File: src/sv/isf_pkg.sv
// shared types, constants and command codes for the inverse-square field sum
package isf_pkg;

    localparam int COORD_BITS = 24;
    localparam int MAX_ATTRACTORS = 16;
    localparam int STR_W = 32;
    localparam int FLOOR_W = 16;
    localparam int FIELD_W = 48;
    localparam int DIR_W = 16;
    localparam int IDX_FIELD_W = 4;
    localparam logic [FLOOR_W-1:0] FLOOR_RESET = 16'd1;

    localparam int STEP_W = 6;
    localparam int DIV_STEPS = 32;
    localparam int SQRT_STEPS = 32;
    localparam int CDIV_STEPS = 47;
    localparam int DIR_STEPS = 15;

    localparam logic CMD_WRITE = 1'b0;
    localparam logic CMD_QUERY = 1'b1;

    typedef struct packed {
        logic                          command;
        logic [IDX_FIELD_W-1:0]        entry_index;
        logic                          entry_enable;
        logic signed [COORD_BITS-1:0]  pos_x;
        logic signed [COORD_BITS-1:0]  pos_y;
        logic signed [COORD_BITS-1:0]  pos_z;
        logic [STR_W-1:0]              strength;
    } in_item_t;

    typedef struct packed {
        logic signed [FIELD_W-1:0] field_x;
        logic signed [FIELD_W-1:0] field_y;
        logic signed [FIELD_W-1:0] field_z;
        logic [FIELD_W-1:0]        field_magnitude;
        logic signed [DIR_W-1:0]   dir_x;
        logic signed [DIR_W-1:0]   dir_y;
        logic signed [DIR_W-1:0]   dir_z;
    } out_item_t;

    typedef enum logic [4:0] {
        DP_NONE,
        DP_WRITE,
        DP_LOAD_SAMPLE,
        DP_DIFF,
        DP_D2,
        DP_DIV_STEP,
        DP_SQRT_LOAD_R,
        DP_SQRT_STEP,
        DP_MUL,
        DP_CDIV_LOAD,
        DP_CDIV_STEP,
        DP_ACC,
        DP_NORM_LOAD,
        DP_NORM_STEP,
        DP_SQUARE,
        DP_SQRT_LOAD_M,
        DP_MAG,
        DP_DIR_LOAD,
        DP_DIR_STEP,
        DP_OUT
    } dp_op_t;

    typedef struct packed {
        dp_op_t op;
    } dp_cmd_t;

    typedef struct packed {
        logic skip;
        logic norm_big;
    } dp_status_t;

endpackage

File: src/sv/isf_ctrl.sv
// sequencer for table writes, the per-entry walk and the final normalization
module isf_ctrl #(
    parameter int MAX_ATTRACTORS = isf_pkg::MAX_ATTRACTORS,
    parameter int IDX_W = (MAX_ATTRACTORS > 1) ? $clog2(MAX_ATTRACTORS) : 1
) (
    input  logic                 clk,
    input  logic                 rst_n,
    input  logic                 in_valid,
    output logic                 in_stall,
    input  logic                 in_command,
    output logic                 out_valid,
    input  logic                 out_stall,
    input  isf_pkg::dp_status_t  status,
    output isf_pkg::dp_cmd_t     cmd,
    output logic [IDX_W-1:0]     entry
);

    typedef enum logic [4:0] {
        S_IDLE,
        S_READ,
        S_DIFF,
        S_D2,
        S_DIV,
        S_CHK,
        S_SQRT_R,
        S_MUL,
        S_CDLD,
        S_CDIV,
        S_ACC,
        S_ADV,
        S_NORM_LD,
        S_NORM,
        S_SQUARE,
        S_SQLD,
        S_SQRT_M,
        S_MAG,
        S_DIRLD,
        S_DIR,
        S_OUT
    } state_t;

    localparam int SW = isf_pkg::STEP_W;

    state_t                     state_reg, state_next;
    logic [SW-1:0]              step_reg, step_next;
    logic [IDX_W-1:0]           entry_reg, entry_next;
    logic                       out_valid_reg, out_valid_next;
    logic                       in_take;

    assign in_take = in_valid && (state_reg == S_IDLE);

    always_comb
    begin
        state_next = state_reg;
        step_next = step_reg;
        entry_next = entry_reg;
        out_valid_next = out_valid_reg && out_stall;
        cmd.op = isf_pkg::DP_NONE;
        case (state_reg)
            S_IDLE:
            begin
                if (in_take)
                begin
                    if (in_command == isf_pkg::CMD_QUERY)
                    begin
                        cmd.op = isf_pkg::DP_LOAD_SAMPLE;
                        entry_next = '0;
                        state_next = S_READ;
                    end
                    else
                    begin
                        cmd.op = isf_pkg::DP_WRITE;
                    end
                end
            end
            S_READ:
            begin
                state_next = S_DIFF;
            end
            S_DIFF:
            begin
                cmd.op = isf_pkg::DP_DIFF;
                state_next = S_D2;
            end
            S_D2:
            begin
                cmd.op = isf_pkg::DP_D2;
                step_next = '0;
                state_next = S_DIV;
            end
            S_DIV:
            begin
                cmd.op = isf_pkg::DP_DIV_STEP;
                step_next = step_reg + SW'(1);
                if (step_reg == SW'(isf_pkg::DIV_STEPS - 1))
                begin
                    state_next = S_CHK;
                end
            end
            S_CHK:
            begin
                cmd.op = isf_pkg::DP_SQRT_LOAD_R;
                step_next = '0;
                state_next = status.skip ? S_ADV : S_SQRT_R;
            end
            S_SQRT_R:
            begin
                cmd.op = isf_pkg::DP_SQRT_STEP;
                step_next = step_reg + SW'(1);
                if (step_reg == SW'(isf_pkg::SQRT_STEPS - 1))
                begin
                    state_next = S_MUL;
                end
            end
            S_MUL:
            begin
                cmd.op = isf_pkg::DP_MUL;
                state_next = S_CDLD;
            end
            S_CDLD:
            begin
                cmd.op = isf_pkg::DP_CDIV_LOAD;
                step_next = '0;
                state_next = S_CDIV;
            end
            S_CDIV:
            begin
                cmd.op = isf_pkg::DP_CDIV_STEP;
                step_next = step_reg + SW'(1);
                if (step_reg == SW'(isf_pkg::CDIV_STEPS - 1))
                begin
                    state_next = S_ACC;
                end
            end
            S_ACC:
            begin
                cmd.op = isf_pkg::DP_ACC;
                state_next = S_ADV;
            end
            S_ADV:
            begin
                if (entry_reg == IDX_W'(MAX_ATTRACTORS - 1))
                begin
                    state_next = S_NORM_LD;
                end
                else
                begin
                    entry_next = entry_reg + IDX_W'(1);
                    state_next = S_READ;
                end
            end
            S_NORM_LD:
            begin
                cmd.op = isf_pkg::DP_NORM_LOAD;
                state_next = S_NORM;
            end
            S_NORM:
            begin
                if (status.norm_big)
                begin
                    cmd.op = isf_pkg::DP_NORM_STEP;
                end
                else
                begin
                    state_next = S_SQUARE;
                end
            end
            S_SQUARE:
            begin
                cmd.op = isf_pkg::DP_SQUARE;
                state_next = S_SQLD;
            end
            S_SQLD:
            begin
                cmd.op = isf_pkg::DP_SQRT_LOAD_M;
                step_next = '0;
                state_next = S_SQRT_M;
            end
            S_SQRT_M:
            begin
                cmd.op = isf_pkg::DP_SQRT_STEP;
                step_next = step_reg + SW'(1);
                if (step_reg == SW'(isf_pkg::SQRT_STEPS - 1))
                begin
                    state_next = S_MAG;
                end
            end
            S_MAG:
            begin
                cmd.op = isf_pkg::DP_MAG;
                state_next = S_DIRLD;
            end
            S_DIRLD:
            begin
                cmd.op = isf_pkg::DP_DIR_LOAD;
                step_next = '0;
                state_next = S_DIR;
            end
            S_DIR:
            begin
                cmd.op = isf_pkg::DP_DIR_STEP;
                step_next = step_reg + SW'(1);
                if (step_reg == SW'(isf_pkg::DIR_STEPS - 1))
                begin
                    state_next = S_OUT;
                end
            end
            S_OUT:
            begin
                if (!out_valid_reg || !out_stall)
                begin
                    cmd.op = isf_pkg::DP_OUT;
                    out_valid_next = 1'b1;
                    state_next = S_IDLE;
                end
            end
            default:
            begin
                state_next = S_IDLE;
            end
        endcase
    end

    always_ff @(posedge clk or negedge rst_n)
    begin
        if (!rst_n)
        begin
            state_reg <= S_IDLE;
            step_reg <= '0;
            entry_reg <= '0;
            out_valid_reg <= 1'b0;
        end
        else
        begin
            state_reg <= state_next;
            step_reg <= step_next;
            entry_reg <= entry_next;
            out_valid_reg <= out_valid_next;
        end
    end

    assign in_stall = (state_reg != S_IDLE);
    assign out_valid = out_valid_reg;
    assign entry = entry_reg;

endmodule

File: config.mk
export PLATFORM = sky130hd
export DESIGN_NAME = isf_ctrl
export DESIGN_NICKNAME = d
export VERILOG_FILES = /design/src/sv/isf_pkg.sv /design/src/sv/isf_ctrl.sv
export SDC_FILE = /design/constraint.sdc
export NUM_CORES = 1
export LEC_CHECK = 0
export ABC_AREA = 1
export BUFFER_PORTS_ARGS = -buffer_cell sky130_fd_sc_hd__buf_2
export CAP_MARGIN = 40
export CORE_MARGIN = 5
export CORE_UTILIZATION = 55
export DETAILED_ROUTE_END_ITERATION = 16
export PLACE_DENSITY = 0.82
export SLEW_MARGIN = 20
export SYNTH_ARGS = -nofsm -noshare
export SYNTH_HDL_FRONTEND = slang
export SYNTH_SLANG_ARGS = --single-unit
File: constraint.sdc
create_clock -name clk -period 1.7 [get_ports clk]
set_input_delay 0.34 -clock clk [delete_from_list [all_inputs] [get_ports clk]]
set_output_delay 0.34 -clock clk [all_outputs]
set_load 0.01 [all_outputs]
==> results of run 1 <==
synthesized netlist by cell type:
master     instances  area share
nor3_1             3       0.011
nor3b_1            1      0.0054
nor2_4             2       0.016
nand3_2            5       0.036
o21ai_0            5       0.018
xor2_1             3       0.019
nand3_1           26       0.093
or2_4              1      0.0063
nand2_1           65        0.17
inv_2              2      0.0054
nand3b_1           1      0.0054
buf_2              1      0.0036
buf_6              1      0.0081
nor2_2             6       0.027
o21ai_1            2      0.0072
ha_1               3       0.027
inv_1             28       0.075
clkinv_1           1      0.0027
nor2_1            29       0.078
nand2_2            3       0.013
o2111ai_1          1      0.0063
nand4_1            6       0.027
dfrtp_1           16        0.29
o22ai_1            4       0.018
o21a_1             1      0.0054
a21oi_1            5       0.018
o32ai_1            1      0.0063
layout by cell type, fill, tap and decap left out, types with 2 or more instances in the layout:
master and count:
nor2_4 7, a21oi_1 5, inv_2 3, buf_4 41, o21ai_0 4, nand2_2 6, nor3_1 2, buf_2 17
dfrtp_1 12, nand4_1 6, nand3_1 24, dfrtp_2 4, clkbuf_4 3, o22ai_1 2, nand3_2 7, nor2_2 8
nand2_1 61, inv_1 27, o21ai_1 3, xor2_1 3, o22ai_2 2, ha_1 3, buf_6 2, nor2_1 22
final timing paths:
check                      slack [ns]  cells past startpoint                  endpoint
max                             -0.35                      6                    cmd[0]
min                              0.35                      3       out_valid$_DFF_PN0_
max reg2reg                     -0.06                     10  state_reg[1]$_DFFE_PN0P_
min reg2reg                      0.57                      2      entry[3]$_DFFE_PN0P_
max in group asynchronous        0.90                      2  state_reg[0]$_DFFE_PN0P_
min in group asynchronous        0.50                      2      entry[0]$_DFFE_PN0P_
kinds of logic (layout without fill, tap and decap cells):
logic type	count (synthesis)	in the layout	synth area share
flip-flops	16	16	0.287
buffers and inverters	33	97	0.0951
XOR/XNOR	3	3	0.0188
AND/OR/NAND/NOR	148	148	0.493
AO/OA/AOI/OAI	19	19	0.0789
adder cells (fa/ha/maj)	3	3	0.0269
layout make-up:
class	instances	area, um^2
Tap cell	30	37.5
Clock buffer	4	36.3
Inverter	31	118
Fill cell	150	454
Multi-Input combinational cell	173	958
Timing Repair Buffer	62	445
Sequential cell	16	405
what timing repair did:
| item | 4_1_cts | 5_1_grt |
|---|---|---|
| hold endpoints to repair | 16 | 0 |
| resized for setup | 22 | 10 |
| setup buffers | 8 | 5 |
| hold buffers | 1 | 0 |
| endpoints found under the setup margin | 6 | 16 |
| pin swaps | 11 | 5 |
metrics by stage:
stage | util | worst slack (ns) | cells | power (uW)
6_report | 0.815 | -0.350 | 316 | 661
5_1_grt | 0.815 | -0.434 | 316 | 686
4_1_cts | 0.785 | -0.310 | 311 | 664
3_5_place_dp | 0.714 | -0.0316 | 298 | 405
3_3_place_gp | 0.714 | 0.00454 | 298 | 405
2_1_floorplan | - | 0.00666 | 222 | 389
worst reg2reg max path, stage by stage, from the launching register on:
cell and delay [ns]:
dfrtp_2 0.47, nor2_4 0.22, buf_4 0.16, nand2_2 0.11, nor3_4 0.22, buf_4 0.14, buf_4 0.09, nor2_1 0.03
nand2_1 0.09, nand3_1 0.10, nand2_1 0.09
layer usage:
layer / track usage / wire, um / vias to the layer above
met4: 0.0918 / 142 / 0
met3: 0.0511 / 430 / 19
li1: - / - / 845
met2: 0.427 / 2180 / 109
met1: 0.347 / 1820 / 829
met5: 0 / 0 / -
power by group:
group / total, uW / internal, uW / switching (uW)
logic: 19.5 / 6.88 / 12.6
registers: 380 / 380 / 0.0000000000000585
clock network: 261 / 131 / 130
==> impl_results.md, run 1 <==
* Status: finished, violations left
* Failing checks: setup timing
* Vias at 1802
* Wirelength per Cell at 14.5 um
* Layout cells sized above 1 at 0.374
* Crit Path Class: register to primary output
* Final setup fails at 9
* RSZ-0062 raised after global routing: yes
* Final instance area at 0.00200 mm^2
* Hpwl dp at 3.14 mm
* Crit-path cells: nor2_4 -> nand3_2 -> or2_4 -> o21a_1 -> nand4_1 -> buf_2
* CTS Buf Count at 3
* Biggest cell delay along the critical path at 0.47 ns
* Reg-to-reg startpoint: state_reg[3]$_DFFE_PN0P_
* Crit end category: primary output
* Startpoint Class: register
* Register bit count reported by yosys at 16
* Total die area at 0.00364 mm^2
* Drt pass-1 iters at 6
* Max FFs per register at 6
* CTS sink cnt at 16
* CP Data Required Time at 1.36 ns
* Core area at 0.00245 mm^2
* Max Cap Viol at 0
* CP arrival at 1.71 ns
* Overall Global Routing Usage at 0.262
* Initial Util at 0.568
* Final hold violations at 0
* Gr ovfl total at 0
* Max IR drop VDD at 0.000376 V
* CTS tree: built
* Final hold slack at 0.353 ns
* Syn_area_per_cell at 6.28 um^2
* Maximum fanout along the worst path at 7
* IO Count at 18
* FP Rows at 18
* Lkg Pwr at 0.00119 uW
* DIE HEIGHT at 60.4 um
* Largest net degree at the start of global routing at 17
* Slew Limit Headroom at 0.734
* Clk pin slew, worst setup/hold paths at 0.10 ns
* Number of global-route vias before repair at 1602
* First-pass GRT wire length at 7.08 mm
* Die width at 60.4 um
* Final WL at 4.57 mm
* Clk_skew at 0.00194 ns
* Worst path slowest cell: dfrtp_2
* Root Buffer: clkbuf_4
* Worst-Skew Late Latency at 0.30 ns
* Fin crit share at 1.21
* IO buf count at 17
* Mapped Area at 0.00140 mm^2
* Worst Path Buf+Inv at 1
* Register area share after synthesis at 0.287
* Synth warn at 0
* Final setup margin at -0.350 ns
* Layout Area Growth over Synthesis at 43.4%
* Hold crit path type: input pin to register
* Hold_sp: out_stall
* Highest Clock Rate at 488 MHz
* Routability Congestion at 0.973
* Largest delay share family, worst path: simple AND/OR/NAND/NOR gates
* Nets@finish at 297
* H-tree depth at 1
* Antenna viol nets, final at 0
* Initial antenna violation count at 0
* Least-Margin Pin Slew at 0.399 ns
* Syn Inst Count at 222
* Post-synth cell types at 27
* Vias/cell at 5.70
* Post-route DRC at 0
* Power Dens Cells at 330 mW/mm^2
* Setup_tns at -1.70 ns
* Synth Net Count at 232
* Start point of the critical path: state_reg[3]$_DFFE_PN0P_
* Diode count at 0
* Tmin final at 2.05 ns
* Slew Limit Fails at 0
* Clock Tree Buf Depth at 2
* Placed cell area at 0.00175 mm^2
* Initial DRC Count at 149
No activity file was read; power rests on OpenSTA's default activity.
==> run 2: changes to the inputs <==
CELL_PAD_IN_SITES_DETAIL_PLACEMENT = 2   (was unset)
CELL_PAD_IN_SITES_GLOBAL_PLACEMENT = 2   (was unset)
CORE_UTILIZATION = 31   (was 55)
PLACE_DENSITY = 0.86   (was 0.82)
SLEW_MARGIN = 40   (was 20)
==> run 2 against run 1 <==
The flow still finishes with violations (setup timing). Flip-flop and latch count unchanged. Register-to-register slack got worse by 0.09 ns. Setup slack better by 0.0025 ns. Sequential share of layout area decreased by 0.97 points. Clock skew is essentially flat. Maximum frequency increased by 0.12%. Count of clock-buffer cells in the layout unchanged. Largest power group unchanged.
==> impl_results.md, run 2 (synthesis gave the netlist of run 1 again) <==
* Vias/cell at 5.62 (was 5.70)
* Total power at 736 uW (was 661 uW)
* IO Count at 18 (unchanged)
* Die width at 77.1 um (was 60.4 um)
* Worst-Skew Late Latency at 0.25 ns (was 0.30 ns)
* Post-route DRC at 0 (unchanged)
* Layout cells sized above 1 at 0.427 (was 0.374)
* CP Data Required Time at 1.36 ns (about the same)
* Fill count at 514 (was 150)
* Routability Congestion at 0.868 (was 0.973)
* Core area at 0.00435 mm^2 (was 0.00245 mm^2)
* CTS sink cnt at 16 (unchanged)
* Layout Area Growth over Synthesis at 51.1% (was 43.4%)
* Failing checks: setup timing (unchanged)
* Highest Clock Rate at 488 MHz (about the same)
* Overall Global Routing Usage at 0.259 (was 0.262)
* Total die area at 0.00594 mm^2 (was 0.00364 mm^2)
* Crit Path Class: register to primary output (unchanged)
* Fin crit share at 1.20 (was 1.21)
* Gr ovfl total at 0 (unchanged)
* Maximum fanout along the worst path at 5 (was 7)
* Vias at 1900 (was 1802)
* Diode count at 0 (unchanged)
* Max Cap Viol at 0 (unchanged)
* FP Rows at 24 (was 18)
* Final setup margin at -0.347 ns (was -0.350 ns)
* Multi-input logic area at 0.00102 mm^2 (was 958 um^2)
* Startpoint Class: register (unchanged)
* First-pass GRT wire length at 12.0 mm (was 7.08 mm)
* Clk_skew at 0.00170 ns (was 0.00194 ns)
* Root Buffer: clkbuf_8 (was clkbuf_4)
* Initial Util at 0.320 (was 0.568)
* Final WL at 8.13 mm (was 4.57 mm)
* Pre-CTS setup slack at -0.199 ns (was -0.0316 ns)
* CP arrival at 1.71 ns (about the same)
* Final hold slack at 0.484 ns (was 0.353 ns)
* Max IR drop VDD at 0.000549 V (was 0.000376 V)
* Clock Tree Buf Depth at 2 (unchanged)
* Hold crit path type: input pin to register (unchanged)
* Crit end category: primary output (unchanged)
* Slew Limit Headroom at 0.662 (was 0.734)
* Setup_tns at -2.12 ns (was -1.70 ns)
* Sequential Area at 407 um^2 (was 405 um^2)
* Antenna viol nets, final at 0 (unchanged)
* Largest net degree at the start of global routing at 17 (unchanged)
* R2R Setup Slk at -0.15 ns (was -0.06 ns)
* Final hold violations at 0 (unchanged)
* Final setup fails at 13 (was 9)
* CTS tree: built (unchanged)
* Status: finished, violations left (unchanged)
* Lkg Pwr at 0.00121 uW (was 0.00119 uW)
* Number of global-route vias before repair at 2172 (was 1602)
* Commonest non-fill, non-tap cell in the layout: nand2_1 (unchanged)
* Drt pass-1 iters at 4 (was 6)
* Least-Margin Pin Slew at 0.503 ns (was 0.399 ns)
* Wirelength per Cell at 24.0 um (was 14.5 um)
* Max FFs per register at 6 (unchanged)
* Initial antenna violation count at 0 (unchanged)
* CTS Buf Count at 3 (unchanged)
* Initial DRC Count at 90 (was 149)
* RSZ-0062 raised after global routing: yes (unchanged)
* Most frequent cells in the layout: 55 x nand2_1, 40 x buf_4, 25 x inv_1, 22 x nand3_1, 18 x nor2_1 (was 61 x nand2_1, 41 x buf_4, 27 x inv_1, 24 x nand3_1, 22 x nor2_1)
* Hpwl dp at 4.88 mm (was 3.14 mm)
* Tmin final at 2.05 ns (about the same)
* DIE HEIGHT at 77.1 um (was 60.4 um)
* Post-Layout Cell Count at 338 (was 316)
* Nets@finish at 297 (unchanged)
* Placed cells at 321 (was 298)
* Clk pin slew, worst setup/hold paths at 0.06 ns (was 0.10 ns)
* Power Dens Cells at 349 mW/mm^2 (was 330 mW/mm^2)
* IO buf count at 17 (unchanged)
* Slew Limit Fails at 0 (unchanged)
* H-tree depth at 1 (unchanged)
-- run 2: cell types whose count changed in the layout (fill, tap and decap cells not counted), moves of 3 or more --
cell,delta
clkbuf_8,+3
nand2_1,-6
nor2_1,-4
nor2_4,+4
nand2_2,+5
clkbuf_4,-3
-- run 2: area by class of cell --
class / count / share of cell area
inverter: 31 / 0.0564
clock buffer: 4 / 0.0261
multi-input combinational: 173 / 0.485
sequential: 16 / 0.193
tap: 52 / 0.0309
timing repair buffer: 62 / 0.209
-- run 2: layer usage --
metal  share of wire  GRT usage
met5               0          0
met4           0.073      0.125
met3           0.045     0.0410
met2            0.50      0.486
met1            0.38      0.278
-- run 2: stage by stage --
stage | area, um^2 | util
6_report | 2110 | 0.484
5_1_grt | 2110 | 0.484
4_1_cts | 1990 | 0.458
3_5_place_dp | 1770 | 0.407
3_3_place_gp | 1770 | 0.407
2_1_floorplan | 1400 | -
-- run 2: critical path, cell delays in order, from the launching register on --
cell and delay (ns):
dfrtp_2 0.48, nor2_4 0.21, nand3_2 0.13, or2_4 0.26, o21a_1 0.17, nand4_1 0.06
buf_2 0.15
-- run 2: power by group --
group / switching (uW) / internal, uW
clock network: 129 / 205
registers: 0.0000000000000586 / 381
logic: 13.6 / 6.92
-- run 2: what timing repair did --
item                                    4_1_cts  5_1_grt
resized for setup                            33       25
pin swaps                                     7        7
buffers inserted                              8        4
endpoints found under the setup margin       16       20
hold endpoints to repair                      5        0
hold buffers                                  1        0
-- run 2: path summary, 6_finish.rpt --
path                                           from                  endpoint  cells past startpoint
max                        state_reg[1]$_DFFE_PN0P_                    cmd[0]                      6
min reg2reg                state_reg[4]$_DFFE_PN0P_  state_reg[4]$_DFFE_PN0P_                      2
max reg2reg                state_reg[3]$_DFFE_PN0P_  state_reg[2]$_DFFE_PN0P_                     11
min                                       out_stall       out_valid$_DFF_PN0_                      3
min in group asynchronous                     rst_n  state_reg[4]$_DFFE_PN0P_                      2
max in group asynchronous                     rst_n  state_reg[3]$_DFFE_PN0P_                      2
